`src/rtl/hte_pkg.sv`:
```
// ---------------------------------------------------------------------------
// hte_pkg: shared types and constants of the markup text filter
// Word format between stages, entity cell definitions and character codes.
// ---------------------------------------------------------------------------
package hte_pkg;

   // one word between stages: a byte, or the end marker (last set, data zero)
   typedef struct packed {
      logic [7:0] data;
      logic       last;
   } word_type;

   // entity cell definition: pattern bytes (index 0 first), length, decoded byte
   typedef struct packed {
      logic [5:0][7:0] pat;
      logic [2:0]      len;
      logic [7:0]      repl;
   } cell_def_type;

   localparam int CELL_COUNT = 9;

   localparam logic [7:0] CHAR_AMP   = 8'h26;
   localparam logic [7:0] CHAR_LT    = 8'h3C;
   localparam logic [7:0] CHAR_GT    = 8'h3E;
   localparam logic [7:0] CHAR_SPACE = 8'h20;
   localparam logic [7:0] CHAR_TAB   = 8'h09;
   localparam logic [7:0] CHAR_CR    = 8'h0D;

   // cells in chain order: amp quot #x27 #39 lt gt nbsp #x2F apos
   localparam cell_def_type CELL_DEFS [CELL_COUNT] = '{
      '{pat: {8'h00, ";", "p", "m", "a", "&"}, len: 3'd5, repl: "&"},
      '{pat: {";", "t", "o", "u", "q", "&"},   len: 3'd6, repl: "\""},
      '{pat: {";", "7", "2", "x", "#", "&"},   len: 3'd6, repl: "'"},
      '{pat: {8'h00, ";", "9", "3", "#", "&"}, len: 3'd5, repl: "'"},
      '{pat: {8'h00, 8'h00, ";", "t", "l", "&"}, len: 3'd4, repl: "<"},
      '{pat: {8'h00, 8'h00, ";", "t", "g", "&"}, len: 3'd4, repl: ">"},
      '{pat: {";", "p", "s", "b", "n", "&"},   len: 3'd6, repl: " "},
      '{pat: {";", "F", "2", "x", "#", "&"},   len: 3'd6, repl: "/"},
      '{pat: {";", "s", "o", "p", "a", "&"},   len: 3'd6, repl: "'"}
   };

endpackage

```
`src/rtl/hte_skid.sv`:
```
// ---------------------------------------------------------------------------
// hte_skid: two-entry output stage
// Output register plus skid register; full is registered so that a stage's
// ready never depends combinationally on its downstream neighbour.
// ---------------------------------------------------------------------------
module hte_skid (
   input  logic              clock,
   input  logic              reset,
   input  logic              push,
   input  hte_pkg::word_type push_word,
   output logic              full,
   output logic              out_valid,
   output hte_pkg::word_type out_word,
   input  logic              out_ready
);

   logic              main_valid_ff, main_valid_in;
   logic              skid_valid_ff, skid_valid_in;
   hte_pkg::word_type main_word_ff, main_word_in;
   hte_pkg::word_type skid_word_ff, skid_word_in;
   logic              take;

   assign take      = main_valid_ff & out_ready;
   assign full      = skid_valid_ff;
   assign out_valid = main_valid_ff;
   assign out_word  = main_word_ff;

   // next state: skid refills main, else a push lands in main or skid
   always_comb begin
      main_valid_in = main_valid_ff;
      main_word_in  = main_word_ff;
      skid_valid_in = skid_valid_ff;
      skid_word_in  = skid_word_ff;
      if (skid_valid_ff) begin
         if (take) begin
            main_word_in  = skid_word_ff;
            skid_valid_in = 1'b0;
         end
      end else if (main_valid_ff && !take) begin
         if (push) begin
            skid_valid_in = 1'b1;
            skid_word_in  = push_word;
         end
      end else begin
         main_valid_in = push;
         if (push) begin
            main_word_in = push_word;
         end
      end
   end

   always_ff @(posedge clock) begin
      if (reset) begin
         main_valid_ff <= 1'b0;
         skid_valid_ff <= 1'b0;
      end else begin
         main_valid_ff <= main_valid_in;
         skid_valid_ff <= skid_valid_in;
      end
   end

   always_ff @(posedge clock) begin
      main_word_ff <= main_word_in;
      skid_word_ff <= skid_word_in;
   end

   // skid only fills behind a held output word
   a_skid_behind_main: assert property (@(posedge clock) disable iff (reset)
      skid_valid_ff |-> main_valid_ff)
      else $error("skid word without output word");

   a_skid_fill_on_stall: assert property (@(posedge clock) disable iff (reset)
      $rose(skid_valid_ff) |-> $past(main_valid_ff && !out_ready))
      else $error("skid filled while output was free");

endmodule

```
`src/rtl/hte_strip.sv`:
```
// ---------------------------------------------------------------------------
// hte_strip: tag strip stage
// Drops tag contents, turns '<' into a space and splits a byte carrying the
// end flag into a byte word followed by an end word.
// ---------------------------------------------------------------------------
module hte_strip (
   input  logic              clock,
   input  logic              reset,
   input  logic              req_valid,
   output logic              req_ready,
   input  logic [7:0]        req_in_byte,
   input  logic              req_byte_present,
   input  logic              req_end_of_input,
   output logic              out_valid,
   output hte_pkg::word_type out_word,
   input  logic              out_ready
);

   logic              inside_tag_ff, inside_tag_in;
   logic              pend_end_ff, pend_end_in;
   logic              full;
   logic              accept;
   logic              byte_emit;
   logic              push;
   hte_pkg::word_type push_word;

   assign req_ready = !full && !pend_end_ff;
   assign accept    = req_valid && req_ready;

   // decide what a byte produces and how the tag flag moves
   always_comb begin
      byte_emit     = 1'b0;
      inside_tag_in = inside_tag_ff;
      pend_end_in   = pend_end_ff;
      push          = 1'b0;
      push_word     = '0;
      if (pend_end_ff && !full) begin
         push           = 1'b1;
         push_word.last = 1'b1;
         pend_end_in    = 1'b0;
      end else if (accept) begin
         if (req_byte_present) begin
            if (req_in_byte == hte_pkg::CHAR_LT) begin
               inside_tag_in = 1'b1;
               byte_emit     = 1'b1;
            end else if (req_in_byte == hte_pkg::CHAR_GT) begin
               inside_tag_in = 1'b0;
            end else begin
               byte_emit = !inside_tag_ff;
            end
         end
         if (byte_emit) begin
            push           = 1'b1;
            push_word.data = (req_in_byte == hte_pkg::CHAR_LT) ?
                             hte_pkg::CHAR_SPACE : req_in_byte;
            pend_end_in    = req_end_of_input;
         end else if (req_end_of_input) begin
            push           = 1'b1;
            push_word.last = 1'b1;
         end
         if (req_end_of_input) begin
            inside_tag_in = 1'b0;
         end
      end
   end

   always_ff @(posedge clock) begin
      if (reset) begin
         inside_tag_ff <= 1'b0;
         pend_end_ff   <= 1'b0;
      end else begin
         inside_tag_ff <= inside_tag_in;
         pend_end_ff   <= pend_end_in;
      end
   end

   hte_skid u_skid (
      .clock     (clock),
      .reset     (reset),
      .push      (push),
      .push_word (push_word),
      .full      (full),
      .out_valid (out_valid),
      .out_word  (out_word),
      .out_ready (out_ready)
   );

endmodule

```
`src/rtl/hte_cell.sv`:
```
// ---------------------------------------------------------------------------
// hte_cell: one entity replacement cell
// Holds the matched prefix of its pattern; on a full match sends the decoded
// byte, on mismatch or end word releases prefix bytes one a cycle unless full.
// ---------------------------------------------------------------------------
module hte_cell (
   input  logic                  clock,
   input  logic                  reset,
   input  hte_pkg::cell_def_type cell_def,
   input  logic                  up_valid,
   output logic                  up_ready,
   input  hte_pkg::word_type     up_word,
   output logic                  out_valid,
   output hte_pkg::word_type     out_word,
   input  logic                  out_ready
);

   logic              hold_valid_ff;
   hte_pkg::word_type hold_word_ff;
   logic [2:0]        match_len_ff, match_len_in;
   logic [2:0]        rel_ff, rel_in;
   logic              full;
   logic              step;
   logic              consume;
   logic              push;
   hte_pkg::word_type push_word;
   logic [7:0]        rel_byte;
   logic [7:0]        next_pat_byte;

   assign step          = hold_valid_ff && !full;
   assign up_ready      = !hold_valid_ff || consume;
   assign rel_byte      = cell_def.pat[rel_ff];
   assign next_pat_byte = cell_def.pat[match_len_ff];

   // one action per cycle on the held word while the output register has room
   always_comb begin
      consume      = 1'b0;
      push         = 1'b0;
      push_word    = '0;
      match_len_in = match_len_ff;
      rel_in       = rel_ff;
      if (step) begin
         if (hold_word_ff.last) begin
            push = 1'b1;
            if (rel_ff < match_len_ff) begin
               push_word.data = rel_byte;
               rel_in         = rel_ff + 3'd1;
            end else begin
               push_word.last = 1'b1;
               match_len_in   = '0;
               rel_in         = '0;
               consume        = 1'b1;
            end
         end else if (hold_word_ff.data == next_pat_byte) begin
            consume = 1'b1;
            if (match_len_ff + 3'd1 == cell_def.len) begin
               push           = 1'b1;
               push_word.data = cell_def.repl;
               match_len_in   = '0;
            end else begin
               match_len_in = match_len_ff + 3'd1;
            end
         end else if (rel_ff < match_len_ff) begin
            push           = 1'b1;
            push_word.data = rel_byte;
            rel_in         = rel_ff + 3'd1;
         end else begin
            consume = 1'b1;
            rel_in  = '0;
            if (hold_word_ff.data == hte_pkg::CHAR_AMP) begin
               // a fresh match starts on this ampersand
               match_len_in = 3'd1;
            end else begin
               match_len_in   = '0;
               push           = 1'b1;
               push_word.data = hold_word_ff.data;
            end
         end
      end
   end

   always_ff @(posedge clock) begin
      if (reset) begin
         hold_valid_ff <= 1'b0;
         match_len_ff  <= '0;
         rel_ff        <= '0;
      end else begin
         match_len_ff <= match_len_in;
         rel_ff       <= rel_in;
         if (up_valid && up_ready) begin
            hold_valid_ff <= 1'b1;
         end else if (consume) begin
            hold_valid_ff <= 1'b0;
         end
      end
   end

   always_ff @(posedge clock) begin
      if (up_valid && up_ready) begin
         hold_word_ff <= up_word;
      end
   end

   hte_skid u_skid (
      .clock     (clock),
      .reset     (reset),
      .push      (push),
      .push_word (push_word),
      .full      (full),
      .out_valid (out_valid),
      .out_word  (out_word),
      .out_ready (out_ready)
   );

   a_prefix_short: assert property (@(posedge clock) disable iff (reset)
      match_len_ff < cell_def.len)
      else $error("held prefix reached full pattern length");

   a_release_bounded: assert property (@(posedge clock) disable iff (reset)
      rel_ff <= match_len_ff)
      else $error("released more bytes than held");

   a_release_has_word: assert property (@(posedge clock) disable iff (reset)
      (rel_ff != 3'd0) |-> hold_valid_ff)
      else $error("prefix release without a held word");

endmodule

```
`src/rtl/hte_collapse.sv`:
```
// ---------------------------------------------------------------------------
// hte_collapse: whitespace collapse stage
// Drops leading and trailing whitespace runs, turns inner runs into one
// space and forms the end marker.
// ---------------------------------------------------------------------------
module hte_collapse (
   input  logic              clock,
   input  logic              reset,
   input  logic              up_valid,
   output logic              up_ready,
   input  hte_pkg::word_type up_word,
   output logic              out_valid,
   output hte_pkg::word_type out_word,
   input  logic              out_ready
);

   logic              hold_valid_ff;
   hte_pkg::word_type hold_word_ff;
   logic              space_pending_ff, space_pending_in;
   logic              text_started_ff, text_started_in;
   logic              full;
   logic              step;
   logic              consume;
   logic              is_ws;
   logic              push;
   hte_pkg::word_type push_word;

   assign step     = hold_valid_ff && !full;
   assign up_ready = !hold_valid_ff || consume;
   assign is_ws    = (hold_word_ff.data == hte_pkg::CHAR_SPACE) ||
                     ((hold_word_ff.data >= hte_pkg::CHAR_TAB) &&
                      (hold_word_ff.data <= hte_pkg::CHAR_CR));

   // one action per cycle while the output register has room; a pending space goes out before the next byte
   always_comb begin
      consume          = 1'b0;
      push             = 1'b0;
      push_word        = '0;
      space_pending_in = space_pending_ff;
      text_started_in  = text_started_ff;
      if (step) begin
         if (hold_word_ff.last) begin
            push             = 1'b1;
            push_word.last   = 1'b1;
            space_pending_in = 1'b0;
            text_started_in  = 1'b0;
            consume          = 1'b1;
         end else if (is_ws) begin
            space_pending_in = text_started_ff;
            consume          = 1'b1;
         end else if (space_pending_ff) begin
            push             = 1'b1;
            push_word.data   = hte_pkg::CHAR_SPACE;
            space_pending_in = 1'b0;
         end else begin
            push            = 1'b1;
            push_word.data  = hold_word_ff.data;
            text_started_in = 1'b1;
            consume         = 1'b1;
         end
      end
   end

   always_ff @(posedge clock) begin
      if (reset) begin
         hold_valid_ff    <= 1'b0;
         space_pending_ff <= 1'b0;
         text_started_ff  <= 1'b0;
      end else begin
         space_pending_ff <= space_pending_in;
         text_started_ff  <= text_started_in;
         if (up_valid && up_ready) begin
            hold_valid_ff <= 1'b1;
         end else if (consume) begin
            hold_valid_ff <= 1'b0;
         end
      end
   end

   always_ff @(posedge clock) begin
      if (up_valid && up_ready) begin
         hold_word_ff <= up_word;
      end
   end

   hte_skid u_skid (
      .clock     (clock),
      .reset     (reset),
      .push      (push),
      .push_word (push_word),
      .full      (full),
      .out_valid (out_valid),
      .out_word  (out_word),
      .out_ready (out_ready)
   );

   a_pending_needs_text: assert property (@(posedge clock) disable iff (reset)
      space_pending_ff |-> text_started_ff)
      else $error("space pending before any text");

   a_end_clears: assert property (@(posedge clock) disable iff (reset)
      (step && hold_word_ff.last) |=> (!space_pending_ff && !text_started_ff))
      else $error("end word did not clear collapse state");

endmodule

```
`src/rtl/html_text_extract_filter.sv`:
```
// ---------------------------------------------------------------------------
// html_text_extract_filter: markup to plain text filter
// Tag strip, a chain of nine entity decode cells, then whitespace collapse.
//
//   channel  dir  handshake             word
//   req_     in   req_valid/req_ready   in_byte, byte_present, end_of_input
//   rsp_     out  rsp_valid/rsp_ready   out_byte, char_present, end_of_text
//
// One input word a cycle while no stage holds the flow; each stage handles one
// word a cycle while its output register has room. A cell releases a held
// prefix byte by byte before it takes the next word, the collapse sends a
// pending space before the next text byte, and the strip splits a byte with
// the end flag into a byte word and an end word. A word passes the strip's
// output register, and in each cell and the collapse a hold then an output register.
// Reset is synchronous and clears all match and tag state; no clearing pass.
// Every stage ends in a two-entry output register, so stalls back up word by
// word and ready never ripples combinationally along the chain.
// ---------------------------------------------------------------------------
module html_text_extract_filter (
   input  logic       clock,
   input  logic       reset,
   input  logic       req_valid,
   output logic       req_ready,
   input  logic [7:0] req_in_byte,
   input  logic       req_byte_present,
   input  logic       req_end_of_input,
   output logic       rsp_valid,
   input  logic       rsp_ready,
   output logic [7:0] rsp_out_byte,
   output logic       rsp_char_present,
   output logic       rsp_end_of_text
);

   hte_pkg::word_type                 link_word [hte_pkg::CELL_COUNT+1];
   logic [hte_pkg::CELL_COUNT:0]      link_valid;
   logic [hte_pkg::CELL_COUNT:0]      link_ready;
   hte_pkg::word_type                 rsp_word;

   // tag strip at the head of the chain
   hte_strip u_strip (
      .clock            (clock),
      .reset            (reset),
      .req_valid        (req_valid),
      .req_ready        (req_ready),
      .req_in_byte      (req_in_byte),
      .req_byte_present (req_byte_present),
      .req_end_of_input (req_end_of_input),
      .out_valid        (link_valid[0]),
      .out_word         (link_word[0]),
      .out_ready        (link_ready[0])
   );

   // entity cells in fixed order
   for (genvar k = 0; k < hte_pkg::CELL_COUNT; k++) begin : g_cell
      hte_cell u_cell (
         .clock     (clock),
         .reset     (reset),
         .cell_def  (hte_pkg::CELL_DEFS[k]),
         .up_valid  (link_valid[k]),
         .up_ready  (link_ready[k]),
         .up_word   (link_word[k]),
         .out_valid (link_valid[k+1]),
         .out_word  (link_word[k+1]),
         .out_ready (link_ready[k+1])
      );
   end

   // whitespace collapse drives the result port
   hte_collapse u_collapse (
      .clock     (clock),
      .reset     (reset),
      .up_valid  (link_valid[hte_pkg::CELL_COUNT]),
      .up_ready  (link_ready[hte_pkg::CELL_COUNT]),
      .up_word   (link_word[hte_pkg::CELL_COUNT]),
      .out_valid (rsp_valid),
      .out_word  (rsp_word),
      .out_ready (rsp_ready)
   );

   assign rsp_out_byte     = rsp_word.data;
   assign rsp_char_present = !rsp_word.last;
   assign rsp_end_of_text  = rsp_word.last;

endmodule
```
`config.mk`:
```
export PLATFORM = sky130hd
export DESIGN_NAME = html_text_extract_filter
export DESIGN_NICKNAME = d
export VERILOG_FILES = /design/src/rtl/hte_pkg.sv /design/src/rtl/hte_skid.sv /design/src/rtl/hte_strip.sv /design/src/rtl/hte_cell.sv /design/src/rtl/hte_collapse.sv /design/src/rtl/html_text_extract_filter.sv
export SDC_FILE = /design/constraint.sdc
export NUM_CORES = 1
export LEC_CHECK = 0
export BUFFER_PORTS_ARGS = -buffer_cell sky130_fd_sc_hd__buf_4
export CAP_MARGIN = 20
export CORE_MARGIN = 2
export CORE_UTILIZATION = 43
export CTS_BUF_LIST = sky130_fd_sc_hd__clkbuf_2 sky130_fd_sc_hd__clkbuf_4 sky130_fd_sc_hd__clkbuf_8
export DETAILED_ROUTE_END_ITERATION = 16
export SETUP_SLACK_MARGIN = 0.5
export SLEW_MARGIN = 20
export SYNTH_ARGS = -nofsm -noshare
export SYNTH_HDL_FRONTEND = slang
export SYNTH_SLANG_ARGS = --single-unit
```
`constraint.sdc`:
```
create_clock -name clock -period 3.8 [get_ports clock]
set_input_delay 0.38 -clock clock [delete_from_list [all_inputs] [get_ports clock]]
set_output_delay 0.38 -clock clock [all_outputs]
set_load 0.01 [all_outputs]
```
## Word-level counts from Yosys, hierarchy flattened

Memory sizes are Yosys's and may differ from the RTL's. A register that Yosys moved wholly into a read port is not among the register bits.
Index checks and enable logic that the tools add are counted.

- Bits in registers: 378
- Bits in read-only memories: 1152
- Bits of input ports: 14
- Output and inout port bits: 12
- Word-level logic and storage cells: 898
- Memories kept: 18

- Add/sub/neg operators: 18
- Order comparisons: 29
- Equality and inequality tests: 81
- Mux-type cells: 441
- Bitwise gates (word level): 34
- Reductions and logical operators: 159

Memory list:

| name | depth | width | read ports | clocked after Yosys merged registers in | wr ports | RTL line | text |
|---|---|---|---|---|---|---|---|
| (no name shown) | 8 | 8 | 1 | 1 | 0 | hte_cell.sv:32 | `assign rel_byte = cell_def.pat[rel_ff];` |
| (no name shown) | 8 | 8 | 1 | 1 | 0 | hte_cell.sv:33 | `assign next_pat_byte = cell_def.pat[match_len_ff];` |
| (no name shown) | 8 | 8 | 1 | 1 | 0 | hte_cell.sv:32 |  |
| (no name shown) | 8 | 8 | 1 | 1 | 0 | hte_cell.sv:33 |  |
| (no name shown) | 8 | 8 | 1 | 1 | 0 | hte_cell.sv:33 |  |
| (no name shown) | 8 | 8 | 1 | 1 | 0 | hte_cell.sv:32 |  |
| +12 memories | -- | -- | -- | -- | -- | -- |  |

Operator list:

| cell | number |
|---|---|
| two-way mux 8 bit | 69 |
| two-way mux 9 bit | 55 |
| two-way mux 3 bit | 108 |
| two-way mux 1 bit | 200 |
| == test 8 x 6 -> 1 bit, second input constant | 12 |
| AND reduction 3 bit | 32 |
| == test 8 bit | 9 |
| < comparator 3 x 4 -> 1 bit, second input constant | 18 |
| inequality test 2 bit, second input constant | 29 |
| adder 3 x 1 -> 3 bit, second input constant | 18 |
| two-way mux 6 bit | 9 |
| inequality test 2 x 1 -> 1 bit, second input constant | 22 |
| nonzero test 2 bit | 22 |
| AND reduction 2 bit | 21 |
| logical AND 1 bit | 35 |
| logical NOT 1 bit | 35 |
| == test 3 bit, second input constant | 9 |
| < comparator 3 bit | 9 |
| NOT 1 bit | 23 |
| AND 1 bit | 11 |
| logical OR 1 bit | 11 |
| >= comparator 8 x 4 -> 1 bit, second input constant | 1 |
| <= comparator 8 x 4 -> 1 bit, second input constant | 1 |
| AND reduction 4 bit | 1 |
| other kinds (2) | 2 |

## Depth between registers and ports, before layout

- Depth in word-level cells: 12
- Mapped depth: 11

## Modules after synthesis

From an unflattened synthesis, not the netlist that was laid out.

- Cell total of the unflattened synthesis: 2740
- Area, all modules: 28722.5 µm²

Modules (own cells, without submodules):

| module | instances | cells each | area each (µm²) |
|---|---|---|---|
| hte_cell at g_cell[3].u_cell ... | 6 | 248 | 2184.6 |
| hte_skid | 11 | 40 | 764.5 |
| hte_cell at g_cell[0].u_cell ... | 3 | 242 | 2119.5 |
| hte_collapse | 1 | 50 | 575.6 |
| hte_strip | 1 | 33 | 260.2 |
| html_text_extract_filter | 1 | 3 | 11.3 |

## Least setup slack after synthesis

No wires, ideal clock.

- Kind: register to register
- Start: reg g_cell[5].u_cell.hold_word_ff[1] (netlist name)
- End: reg g_cell[5].u_cell.u_skid.main_word_ff (netlist bit g_cell[5].u_cell.u_skid.out_word[0]) (enable)
- Library setup time: 0.389 ns
- Arrival time: 2.653 ns
- Setup slack: 0.758 ns
- Cell stages (with the launch flop): 8
- Buffers on the path: 0
- Period minus slack after synthesis: 3.042 ns
- Cell sequence: edfxtp_1 > xor2_1 > or4_1 > or2_2 > and3_1 > o21ai_0 > nand2_1 > a21boi_0

- Longest elaborated chain between the ends: 8
- Elaborated cells on any way between the ends: 9
- Those cells by class: eq/ne (2); mux (5); reduce/logical (2)

RTL lines:

| element | RTL line | text |
|---|---|---|
| start, declared | hte_cell.sv:19 | `hte_pkg::word_type hold_word_ff;` |
| start signal, assigned | hte_cell.sv:100 | `hold_word_ff <= up_word;` |
| == test 8 x 6 -> 1 bit | hte_cell.sv:70 | `if (hold_word_ff.data == hte_pkg::CHAR_AMP) begin` |
| two-way mux 1 bit | hte_cell.sv:70 |  |
| two-way mux 1 bit | hte_cell.sv:63 | `end else if (rel_ff < match_len_ff) begin` |
| two-way mux 1 bit * | hte_cell.sv:54 | `end else if (hold_word_ff.data == next_pat_byte) begin` |
| two-way mux 1 bit * | hte_cell.sv:43 | `if (hold_word_ff.last) begin` |
| two-way mux 1 bit * | hte_cell.sv:42 | `if (step) begin` |
| nonzero test 2 bit (no line) * | -- |  |
| AND reduction 3 bit (no line) * | -- |  |
| end signal, assigned | hte_skid.sv:63 | `main_word_ff <= main_word_in;` |
| end, declared | hte_skid.sv:19 | `hte_pkg::word_type main_word_ff, main_word_in;` |

Mark *: on every way between the ends. The rest lies on a longest branch, timed or not.
A chain may end at the register's enable or synchronous reset.

## Worst setup path in the final report

- Start: reg g_cell[5].u_cell.hold_word_ff[1] (netlist name)
- End: reg g_cell[5].u_cell.u_skid.skid_word_ff[7] (netlist name) (enable)

- Longest elaborated chain between the ends: 7
- Elaborated cells on any way between the ends: 8
- Those cells by class: eq/ne (2); mux (5); reduce/logical (1)

RTL lines:

| element | RTL line | text |
|---|---|---|
| == test 8 x 6 -> 1 bit | hte_cell.sv:70 |  |
| two-way mux 1 bit | hte_cell.sv:70 |  |
| two-way mux 1 bit | hte_cell.sv:63 |  |
| two-way mux 1 bit * | hte_cell.sv:54 |  |
| two-way mux 1 bit * | hte_cell.sv:43 |  |
| two-way mux 1 bit * | hte_cell.sv:42 |  |
| AND reduction 3 bit (no line) * | -- |  |
| end signal, assigned | hte_skid.sv:64 | `skid_word_ff <= skid_word_in;` |
| end, declared | hte_skid.sv:20 | `hte_pkg::word_type skid_word_ff, skid_word_in;` |

Marks and branches as above.

==> results_dict.tcl <==
set metrics [dict create \
    status "completed" \
    synth.net_count 1931 \
    clk_path_buf_depth 3 \
    pre_cts_slack_ns 0.567 \
    core-area_mm2 0.0487 \
    synth_common_cells "edfxtp_1, dfxtp_1, nor2_1, a21oi_1, nand2_1" \
    start_util_pct 43.3 \
    critPathArrivalTime_ns 3.36 \
    peakVddDrop_mv 0.266 \
    slew_violations 0 \
    yosysMostFrequentCell "edfxtp_1" \
    crit_fanout 9 \
    finalWorstSetupSlack_ns 0.700 \
    antenna_found_initial 0 \
    tightest_slew_ns 0.931 \
    fin_crit_ns 3.10 \
    synth_ff_type "edfxtp_1" \
    rsz0062_at_grt "false" \
    yosys.area.top_type "edfxtp_1" \
    path_buf_inv 0 \
    hold_path.class "input pin to flip-flop" \
    async_flop_share_pct 0 \
    required_ns 4.06 \
    drt-initial-drc-count 909 \
    tns_ns 0 \
    end_kind "flip-flop" \
    cts.sink_count 494 \
    synth-seq-cells 494 \
    r2r_setup_slack_ns 0.70 \
    grtUsageTotal_pct 16.2 \
    post_cts_buffers 0 \
    ys_seq_area_share_pct 60.5 \
    area_delta_synth_final_pct 13.1 \
    portBuffers 25 \
    crit_chain "xor2_1 > or4_1 > or2_2 > and3_1 > o21ai_0 > nand2_1 > nor2_1" \
    drv_cap 0 \
    routedWlPerCell_um 15.3 \
    finalSetupViolCount 0 \
    hold_viol_final 0 \
    grt_start_max_net_pins 116 \
    io_pins 26 \
    rows 81 \
    whs_ns 0.0751 \
    cts_max_level 3 \
    finalNetCount 2016 \
    syn_area_per_cell_um2 11.5 \
    path_clk_slew_ns 0.06 \
    gp_congestion 0.810 \
    slew_headroom_pct 38.0 \
    die_h_um 226 \
    critPathTopFamily "simple AND/OR/NAND/NOR gates" \
    yosys.cell_types.count 88 \
    cts_tree "built" \
    ant_nets 0 \
    grt_pass1_wl_um 67300 \
    worstSetupStartpointType "flip-flop" \
    p_leak_uw 0.00947 \
    routed_wl_um 40600 \
    synthTopCellsByArea "edfxtp_1, dfxtp_1, ha_1" \
    critPathKind "flip-flop to flip-flop" \
    die_w_um 226 \
    via_per_inst 5.25 \
    dr.pass1.iters 5 \
    clk_latency_ns 0.64 \
    powerDensity_mw_per_mm2 449 \
    diodes 0 \
    slowest_delay_ns 0.60 \
    cp_slowest_cell "nor2_1" \
    synth_edf_count 288 \
    final_core_util_pct 49.0 \
    yosysWarningCount 0 \
    root_buffer "clkbuf_8" \
    die-area_mm2 0.0509 \
    finClkSkew_ns 0.0268 \
    synthCells 1844 \
    drive_gt1_share_pct 11.3 \
    dpl.hpwl_um 27800 \
    grt_pass1_vias 13600 \
    post-route-period-util_pct 81.6 \
    numCtsBuffers 82 \
    yosysTopAreaCellShare_pct 41.0 \
    fmax_mhz 323 \
    drc 0 \
    vias 14000 \
    grt_overflow 0 \
    synth_area_mm2 0.0211 \
]
metrics by stage:
stage / power, uW / instance area (um2) / cells
6_report: 10700 / 23900 / 2660
5_1_grt: 11100 / 23900 / 2660
4_1_cts: 10900 / 23900 / 2660
3_5_place_dp: 5920 / 22100 / 2506
3_3_place_gp: 5920 / 22100 / 2506
2_1_floorplan: 5860 / 21100 / 1844
state kept, by name (all words and copies together) (netlist names), 9 cells and up:
| name | flops |
|---|---|
| u_collapse.hold_word_ff | 9 |
| g_cell.u_cell.match_len_ff | 27 |
| g_cell.u_cell.rel_ff | 27 |
| g_cell.u_cell.u_skid.out_valid | 9 |
| u_collapse.u_skid.skid_word_ff | 9 |
| g_cell.u_cell.u_skid.out_word | 81 |
| g_cell.u_cell.rel_byte | 58 |
| u_collapse.u_skid.out_word | 9 |
| g_cell.u_cell.u_skid.skid_word_ff | 81 |
| u_strip.u_skid.skid_word_ff | 9 |
| g_cell.u_cell.next_pat_byte | 58 |
| g_cell.u_cell.u_skid.full | 9 |
| g_cell.u_cell.hold_word_ff | 81 |
| g_cell.u_cell.hold_valid_ff | 9 |
| u_strip.u_skid.out_word | 9 |
final cells by class:
class                           instances  area [um2]
Sequential cell                       494       12800
Timing Repair Buffer                   48         380
Tap cell                              664         831
Multi-Input combinational cell       1213        7820
Fill cell                            4356       24900
Clock buffer                          112        1400
Inverter                               90         338
Clock inverter                         39         342
path summary, 6_finish.rpt:
check                                      start                                      end  cells past startpoint
min                               req_in_byte[4]           u_strip.u_skid.skid_word_ff[5]                      2
min reg2reg  g_cell[3].u_cell.u_skid.out_word[6]         g_cell[4].u_cell.hold_word_ff[6]                      0
max reg2reg     g_cell[5].u_cell.hold_word_ff[1]  g_cell[5].u_cell.u_skid.skid_word_ff[7]                      7
max             g_cell[5].u_cell.hold_word_ff[1]  g_cell[5].u_cell.u_skid.skid_word_ff[7]                      7
power by group:
group	internal (uW)	switching (uW)	total, uW
logic	45.2	83.6	129
clock network	2810	2100	4910
registers	5650	23.8	5680
cell families after synthesis:
kind of cell / share of synthesized area [%]
AND/OR/NAND/NOR: 14.8
flip-flops: 60.5
AO/OA/AOI/OAI: 14.4
buffers and inverters: 2.51
adder cells (fa/ha/maj): 4.33
XOR/XNOR: 2.70
multiplexers: 0.776
cell usage in the layout, fill, tap and decap left out, types with 20 or more instances in the layout:
master      n
a21o_1    118
clkbuf_8   90
nand2b_1   34
buf_4      44
edfxtp_1  288
nand3_1    27
o21ai_0    74
inv_1      88
a21oi_1   122
xnor2_1    27
and2_1     41
xor2_1     38
and3_1     20
nor2_1    152
nor2b_1    35
a31oi_1    28
dfxtp_1   206
nand2_1   120
ha_1       73
clkbuf_4   22
nor3_1     53
per-layer routing:
| metal | wire [um] | global-route usage (%) |
|---|---|---|
| met5 | 0 | 0 |
| met4 | 984 | 5.62 |
| met3 | 1810 | 3.84 |
| met2 | 19000 | 26.2 |
| met1 | 18800 | 21.5 |
timing repair:
action,4_1_cts,5_1_grt
hold endpoints to repair,2,0
setup endpoints to repair,0,9
hold buffers,3,0
gates resized for setup,0,1
(Power assumes the default switching activity.)
